[src/rtl/core/argb_pixel_combine_alu_assert.svh]
// assertion macros shared by the pixel combine alu
`ifndef ARGB_PIXEL_COMBINE_ALU_ASSERT_SVH
`define ARGB_PIXEL_COMBINE_ALU_ASSERT_SVH
`ifndef SYNTHESIS
// same-cycle implication
`define APCA_ASSERT_IMP(lbl, clk, rstn, ante, cons) \
	lbl: assert property (@(posedge clk) disable iff (!rstn) (ante) |-> (cons)) \
		else $error("assertion failed");
// next-cycle implication
`define APCA_ASSERT_NXT(lbl, clk, rstn, ante, cons) \
	lbl: assert property (@(posedge clk) disable iff (!rstn) (ante) |=> (cons)) \
		else $error("assertion failed");
`else
`define APCA_ASSERT_IMP(lbl, clk, rstn, ante, cons)
`define APCA_ASSERT_NXT(lbl, clk, rstn, ante, cons)
`endif
`endif

[src/rtl/core/apca_pkg.sv]
package apca_pkg;

	// operation codes
	typedef enum logic [1:0] {
		OP_MUL   = 2'd0,
		OP_BLEND = 2'd1,
		OP_SUB   = 2'd2,
		OP_PASS  = 2'd3
	} op_t;

	localparam logic [7:0]  CH_MAX  = 8'd255;
	localparam logic [15:0] CH_HALF = 16'd127;

	// per-stage load enables of the pipeline
	typedef struct packed {
		logic en1;
		logic en2;
		logic en3;
	} stage_en_t;

	// floor(v / 255) for v below 65280, via reciprocal with correction
	function automatic logic [7:0] div255(input logic [15:0] v);
		logic [16:0] t;
		t = 17'(v) + 17'(v[15:8]) + 17'd1;
		return t[15:8];
	endfunction

endpackage

[src/rtl/core/apca_req_if.sv]
interface apca_req_if;
	logic        valid;
	logic        ready;
	logic [1:0]  req_type;
	logic [31:0] left_pixel;
	logic [31:0] right_pixel;

	modport source (output valid, output req_type, output left_pixel, output right_pixel,
		input ready);
	modport sink (input valid, input req_type, input left_pixel, input right_pixel,
		output ready);
endinterface

[src/rtl/core/apca_rsp_if.sv]
interface apca_rsp_if;
	logic        valid;
	logic        ready;
	logic [31:0] result_pixel;

	modport source (output valid, output result_pixel, input ready);
	modport sink (input valid, input result_pixel, output ready);
endinterface

[src/rtl/core/apca_chan_lane.sv]
module apca_chan_lane (
	input  logic                clk,
	input  apca_pkg::stage_en_t en,
	input  apca_pkg::op_t       op_s0,
	input  apca_pkg::op_t       op_s2,
	input  logic                alpha_lane,
	input  logic [7:0]          weight,
	input  logic [7:0]          l_ch,
	input  logic [7:0]          r_ch,
	output logic [7:0]          res_ch
);

	logic        blend_mix;
	logic [7:0]  ma;
	logic [7:0]  mb;
	logic [15:0] pa;
	logic [15:0] pb;

	logic [7:0]  l_s1;
	logic [7:0]  r_s1;
	logic [15:0] pa_s1;
	logic [15:0] pb_s1;

	logic [7:0]  l_s2;
	logic [7:0]  r_s2;
	logic [15:0] sum_s2;

	logic [8:0]  alpha_sum;
	logic [7:0]  alpha_sat;
	logic [7:0]  diff;
	logic [7:0]  quot;
	logic [7:0]  res_nxt;
	logic [7:0]  res_s3;

	// product stage: color lanes of a blend take the two lerp terms
	always_comb begin
		blend_mix = (op_s0 == apca_pkg::OP_BLEND) && !alpha_lane;
		ma = blend_mix ? 8'(apca_pkg::CH_MAX - weight) : l_ch;
		mb = blend_mix ? l_ch : r_ch;
		pa = 16'(ma) * 16'(mb);
		pb = blend_mix ? 16'(weight) * 16'(r_ch) : 16'd0;
	end

	always_ff @(posedge clk) begin
		if (en.en1) begin
			l_s1  <= l_ch;
			r_s1  <= r_ch;
			pa_s1 <= pa;
			pb_s1 <= pb;
		end
	end

	// sum stage with rounding bias
	always_ff @(posedge clk) begin
		if (en.en2) begin
			l_s2   <= l_s1;
			r_s2   <= r_s1;
			sum_s2 <= pa_s1 + pb_s1 + apca_pkg::CH_HALF;
		end
	end

	// divide by 255 and pick the operation result
	always_comb begin
		alpha_sum = 9'(l_s2) + 9'(r_s2);
		alpha_sat = alpha_sum[8] ? apca_pkg::CH_MAX : alpha_sum[7:0];
		diff      = (l_s2 > r_s2) ? 8'(l_s2 - r_s2) : 8'd0;
		quot      = apca_pkg::div255(sum_s2);
		unique case (op_s2)
			apca_pkg::OP_MUL:   res_nxt = quot;
			apca_pkg::OP_BLEND: res_nxt = alpha_lane ? alpha_sat : quot;
			apca_pkg::OP_SUB:   res_nxt = diff;
			apca_pkg::OP_PASS:  res_nxt = l_s2;
			default:            res_nxt = l_s2;
		endcase
	end

	always_ff @(posedge clk) begin
		if (en.en3) begin
			res_s3 <= res_nxt;
		end
	end

	assign res_ch = res_s3;

endmodule

[src/rtl/core/argb_pixel_combine_alu.sv]
// ARGB pixel combine ALU
// req channel (sink): req_type, left_pixel, right_pixel; one transaction per pixel pair.
// rsp channel (source): result_pixel; exactly one transaction per accepted request,
// in request order.
// req_type: multiply, alpha blend add (weight is the right alpha), saturating
// subtract, or pass the left pixel through unchanged.
// Pipeline: product, sum and divide stages from request acceptance to rsp.valid;
// the divide stage output is the result register. Throughput: one pixel per cycle
// while rsp.ready is high; each channel has its own two 8x8 multipliers.
// Stalls: each stage loads whenever it is empty or the stage after it moves, so
// bubbles close up while rsp.ready is low and req.ready drops only once all three
// stages hold a transaction.
// Reset: arst_n clears the stage valid bits; the pipeline comes out empty and
// ready at once.
`include "argb_pixel_combine_alu_assert.svh"

module argb_pixel_combine_alu (
	input  logic       clk,
	input  logic       arst_n,
	apca_req_if.sink   req,
	apca_rsp_if.source rsp
);

	apca_pkg::stage_en_t en;
	apca_pkg::op_t       op_s0;
	apca_pkg::op_t       op_s1;
	apca_pkg::op_t       op_s2;
	logic                vld_s1;
	logic                vld_s2;
	logic                vld_s3;
	logic [3:0][7:0]     res_ch;

	// stage enables
	always_comb begin
		en.en3 = !vld_s3 || rsp.ready;
		en.en2 = !vld_s2 || en.en3;
		en.en1 = !vld_s1 || en.en2;
	end

	assign req.ready = en.en1;
	assign op_s0     = apca_pkg::op_t'(req.req_type);

	// valid bits travel with the data
	always_ff @(posedge clk or negedge arst_n) begin
		if (!arst_n) begin
			vld_s1 <= 1'b0;
			vld_s2 <= 1'b0;
			vld_s3 <= 1'b0;
		end else begin
			if (en.en1) vld_s1 <= req.valid;
			if (en.en2) vld_s2 <= vld_s1;
			if (en.en3) vld_s3 <= vld_s2;
		end
	end

	// operation code pipeline
	always_ff @(posedge clk) begin
		if (en.en1) op_s1 <= op_s0;
		if (en.en2) op_s2 <= op_s1;
	end

	// one lane per channel, alpha in the top lane
	for (genvar i = 0; i < 4; i++) begin : g_lane
		apca_chan_lane u_lane (
			.clk        (clk),
			.en         (en),
			.op_s0      (op_s0),
			.op_s2      (op_s2),
			.alpha_lane (i == 3),
			.weight     (req.right_pixel[31:24]),
			.l_ch       (req.left_pixel[8*i +: 8]),
			.r_ch       (req.right_pixel[8*i +: 8]),
			.res_ch     (res_ch[i])
		);
	end

	assign rsp.valid        = vld_s3;
	assign rsp.result_pixel = res_ch;

	// backpressure only when every stage is full and the output is stalled
	`APCA_ASSERT_IMP(a_ready_full, clk, arst_n, !req.ready, vld_s1 && vld_s2 && vld_s3 && !rsp.ready)
	// occupancy grows by one on an input-only transaction
	`APCA_ASSERT_NXT(a_occ_up, clk, arst_n, req.valid && req.ready && !(rsp.valid && rsp.ready), $countones({vld_s1, vld_s2, vld_s3}) == $past($countones({vld_s1, vld_s2, vld_s3})) + 1)
	// occupancy shrinks by one on an output-only transaction
	`APCA_ASSERT_NXT(a_occ_dn, clk, arst_n, !(req.valid && req.ready) && rsp.valid && rsp.ready, $countones({vld_s1, vld_s2, vld_s3}) + 1 == $past($countones({vld_s1, vld_s2, vld_s3})))

endmodule
[src/flat_wrapper.sv]
// flat-port wrapper written by rule: the top's interface ports become plain ports
module argb_pixel_combine_alu_flat 
  (clk, arst_n, req_valid, req_req_type, req_left_pixel, req_right_pixel, req_ready, rsp_valid, rsp_result_pixel, rsp_ready);
  apca_req_if req_i ();
  apca_rsp_if rsp_i ();
  input  logic clk;
  input  logic arst_n;
  input wire logic [$bits(req_i.valid)-1:0] req_valid;
  input wire logic [$bits(req_i.req_type)-1:0] req_req_type;
  input wire logic [$bits(req_i.left_pixel)-1:0] req_left_pixel;
  input wire logic [$bits(req_i.right_pixel)-1:0] req_right_pixel;
  output wire logic [$bits(req_i.ready)-1:0] req_ready;
  output wire logic [$bits(rsp_i.valid)-1:0] rsp_valid;
  output wire logic [$bits(rsp_i.result_pixel)-1:0] rsp_result_pixel;
  input wire logic [$bits(rsp_i.ready)-1:0] rsp_ready;
  assign req_i.valid = req_valid;
  assign req_i.req_type = req_req_type;
  assign req_i.left_pixel = req_left_pixel;
  assign req_i.right_pixel = req_right_pixel;
  assign req_ready = req_i.ready;
  assign rsp_valid = rsp_i.valid;
  assign rsp_result_pixel = rsp_i.result_pixel;
  assign rsp_i.ready = rsp_ready;
  argb_pixel_combine_alu u_core (.clk(clk), .arst_n(arst_n), .req(req_i), .rsp(rsp_i));
endmodule
[config.mk]
export PLATFORM = sky130hd
export DESIGN_NAME = argb_pixel_combine_alu_flat
export DESIGN_NICKNAME = d
export VERILOG_FILES = /design/src/rtl/core/apca_pkg.sv /design/src/rtl/core/apca_req_if.sv /design/src/rtl/core/apca_rsp_if.sv /design/src/rtl/core/apca_chan_lane.sv /design/src/rtl/core/argb_pixel_combine_alu.sv /design/src/flat_wrapper.sv
export VERILOG_INCLUDE_DIRS = /design/src /design/src/rtl/core
export SDC_FILE = /design/constraint.sdc
export NUM_CORES = 2
export LEC_CHECK = 0
export BUFFER_PORTS_ARGS = -buffer_cell sky130_fd_sc_hd__buf_2
export CORE_MARGIN = 1.5
export CORE_UTILIZATION = 53
export CTS_BUF_LIST = sky130_fd_sc_hd__clkbuf_16
export DETAILED_ROUTE_END_ITERATION = 7
export GPL_TIMING_DRIVEN = 0
export HOLD_SLACK_MARGIN = 0.05
export PLACE_DENSITY_LB_ADDON = 0.2
export SYNTH_ARGS = -nofsm -noshare
export SYNTH_HDL_FRONTEND = slang
export SYNTH_HIERARCHICAL = 1
export SYNTH_SLANG_ARGS = --single-unit
[constraint.sdc]
create_clock -name clk -period 7.7 [get_ports clk]
set_input_delay 1.54 -clock clk [delete_from_list [all_inputs] [get_ports clk]]
set_output_delay 1.54 -clock clk [all_outputs]
set_load 0.01 [all_outputs]
==> flow_metrics.tcl <==
set metrics [dict create \
    clkSinkCount 359 \
    synthCells 3678 \
    placement_rows 96 \
    max-slew-margin-rel_pct 18.02 \
    fin_crit_ns 7.088 \
    clk_latency_ns 0.57 \
    floorplan.die_area_um2 70910 \
    most_common_cell_type_on_the_critical_path "fa_1" \
    drt-pass1-iter-count 5 \
    clock_tree.root_cell "clkbuf_16" \
    max_cap_violations 0 \
    portBuffers 103 \
    wl_per_instance_um 16.93 \
    cts-resized-gates 0 \
    cts_tree "yes" \
    switching_share_pct 41.40 \
    worstHoldPathType "register to register" \
    finish.net_count 4719 \
    cp_top_family "adder cells" \
    die_w_um 266.3 \
    cts_post_setup_buffers_inserted 0 \
    post-route-period-util_pct 92.05 \
    yosys_register_bits 359 \
    crit_slowest_cell "fa_1" \
    first_global_vias 26190 \
    cts_inserted_buffers 42 \
    sequentialPowerShare_pct 26.4 \
    grt_pass1_wl_um 134300 \
    pwr-share-clk_pct 15.6 \
    synthToLayoutAreaGrowth_pct 9.075 \
    startpoint_of_the_worst_slack_reg_to_reg_timing_path "u_core/g_lane[0].u_lane/l_s2[0]" \
    timing.critical_path.cells "buf_2 -> nor2_1 -> nand2_1 -> clkbuf_1 -> nor2_1 -> a21oi_1 -> or2_2 -> fa_1 -> fa_1 -> inv_1 -> fa_1 -> inv_1 -> fa_1 -> inv_1 -> ha_1 -> a21boi_0 -> o21ai_0 -> a211o_1 -> o21bai_1 -> xor2_1" \
    fin_util_pct 58.43 \
    worst_hold_startpoint "u_core/g_lane[3].u_lane/r_s1[0]" \
    critical_path.n_buffers_inverters 5 \
    grt.overflow.total 0 \
    worstPathRequired_ns 8.07 \
    rsz_0062_raised_after_global_routing "false" \
    final.setup_skew_ns 0.02426 \
    start_kind "input port" \
    timing.final.max_slew_violations 0 \
    outcome "finished, final reports clean" \
    ys_dominant_reg_cell "edfxtp_1" \
    synth.area.top_cells "edfxtp_1 29%, ha_1 17%, fa_1 16%" \
    coreArea_um2 68590 \
    cts_hold_buffers 0 \
    antenna_found_initial 2 \
    synth_sequential_area_ratio_pct 29.30 \
    routed_via_density 5.369 \
    initial_core_util_pct 53.57 \
    max_stage_delay_ns 0.56 \
    total_power_w 0.01252 \
    syn_area_per_cell_um2 9.990 \
    power.net_switching_w 0.005183 \
    num_io_pins 104 \
    r2r-end "u_core/g_lane[0].u_lane/res_ch[3]" \
    timing_hold_violations_final 0 \
    drc_violation_count_after_routing 0 \
    maximum_number_of_pins_on_one_net_before_global_route_repair 58 \
    crit_path_max_fanout 10 \
    hold_depth 0 \
    internal_power_w 0.007337 \
    drive_above_1_share_pct 8.082 \
    worst_reg2reg_path_depth 11 \
    drt_wl_total_um 81560 \
    criticalPathCategory "input port to register" \
    yosysUniqueCellTypes 103 \
    vdd_drop_max_uv 236.7 \
    htree_num_levels 2 \
    maxClockFrequency_mhz 141.1 \
    placed_cell_area_um2 38720 \
    hpwl_um 62760 \
    synth_largest_type_area_fraction_pct 29.10 \
    p_leak_nw 19.09 \
    global_route.usage.total_pct 23.71 \
    synth.cell_area_um2 36740 \
    netlist.top_cell.by_area "edfxtp_1" \
    worst_pin_slew_ns 1.230 \
    finish.instance_area_um2 40080 \
    most_frequent_standard_cell_in_the_layout_excluding_fill_and_tap_cells "inv_1" \
    mostFrequentLayoutCells "603 x inv_1, 496 x ha_1, 408 x nor2_1" \
    fillCellCount 5975 \
    route.vias.total 25870 \
    clkTransAtPathRegs_ns 0.07 \
    die_h_um 266.3 \
    hold-path-endpoint "u_core/g_lane[3].u_lane/r_s2[0]" \
    power.combinational.fraction_pct 58.0 \
    regToRegSetupSlack_ns 4.62 \
    critPathCaptureType "register" \
    crit_arrival_ns 7.46 \
    place_congestion 0.8830 \
    synth_warnings 6 \
    drt.antenna.violating_nets 0 \
    dr.first_iter.drc_count 1517 \
    async_set_or_reset_flop_fraction_in_the_synthesized_netlist_pct 0.8357 \
    clock_path_buffers 3 \
    report.final.setup_viol 0 \
    cellPowerDensity_nw_per_um2 312.4 \
    number_of_synthesized_flops_with_an_enable_pin 356 \
]
==> sequential cells by signal (all words and copies together) (netlist names), 32 cells and up <==
register                     cells
u_core/g_lane.u_lane/sum_s2     64
u_core/g_lane.u_lane/pb_s1      64
u_core/g_lane.u_lane/r_s1       32
u_core/g_lane.u_lane/l_s2       32
u_core/g_lane.u_lane/r_s2       32
u_core/g_lane.u_lane/l_s1       32
u_core/g_lane.u_lane/pa_s1      64
u_core/g_lane.u_lane/res_ch     32
==> layer usage <==
layer / track usage, % / share of wire (%) / vias to the layer above
met5: 0 / 0.0086 / -
met4: 7.709 / 3.3 / 2
met3: 2.662 / 4.0 / 125
met2: 40.86 / 49 / 498
met1: 31.14 / 44 / 12540
li1: - / - / 12700
==> power by group through the flow <==
stage               clock network [W]  logic (W)  registers (W)
floorplan                           0    0.00563        0.00328
global placement                    0    0.00708        0.00337
detailed placement                  0    0.00720        0.00335
CTS                           0.00200    0.00728        0.00331
global route                  0.00207    0.00829        0.00336
finish                        0.00195    0.00726        0.00331
==> kinds of logic after synthesis <==
logic type                 synth area share (%)
other                                   0.02044
and+or+nand+nor                           14.20
buffers and inverters                     6.910
xor gates and xnor gates                  4.744
DFF                                       29.30
muxes                                     1.069
AOI/OAI and AO/OA                         10.52
adders and majority gates                 33.24
==> worst register-to-register path: stages, from the launching register on <==
cell      delay [ns]
edfxtp_1        0.43
inv_1           0.09
ha_1            0.18
inv_1           0.07
fa_1            0.43
a21o_1          0.22
a21oi_1         0.23
o211ai_1        0.13
and4bb_1        0.20
buf_2           0.18
a222oi_1        0.44
o21ai_0         0.21
==> cell type report <==
cell class	instances	area (µm²)	area share [%]
inverters	599	2248	5.610
flip-flops and latches	359	10770	26.86
clock inverters	33	271.5	0.6775
clock buffers	43	1076	2.685
well taps	931	1165	2.907
plain buffers	61	290.3	0.7243
diodes	2	5.005	0.01249
multi-input cells	2676	23510	58.67
repair buffers	114	740.7	1.848
==> cells in the mapped netlist, drive strengths merged, types with 37 or more instances <==
cell type and count:
ha 496, xor2 63, inv 599, nor2 410, mux2i 37, nand2 160
xnor2 136, or2 57, edfxtp 356, fa 300, nor2b 49, a21oi 192
a21o 47, and2 195, o21ai 93, nor3 41
==> how the worst max path moves through the flow <==
| stage | to | cells past startpoint | startpoint |
|---|---|---|---|
| final | u_core/g_lane[0].u_lane/pa_s1[13] | 20 | req_req_type[1] |
| after global routing | u_core/g_lane[0].u_lane/pa_s1[13] | 20 | req_req_type[1] |
| after CTS | u_core/g_lane[0].u_lane/pa_s1[13] | 20 | req_req_type[1] |
| after detailed placement | u_core/g_lane[0].u_lane/pa_s1[13] | 20 | req_req_type[1] |
| after global placement | req_ready | 4 | rsp_ready |
| after floorplan | u_core/g_lane[0].u_lane/pa_s1[15] | 18 | req_req_type[1] |
==> per-stage QoR <==
stage	cells	setup TNS, ns	hold slack (ns)	setup slack, ns
after floorplan	3695	0	0.4003	1.287
after global placement	4729	-41.52	0.4006	-0.7787
after detailed placement	4740	0	0.4045	0.1165
after CTS	4816	0	0.4112	0.6852
after global routing	4816	0	0.4143	0.3522
final	4818	0	0.4113	0.6121
Power figures use the tool's default switching activity.
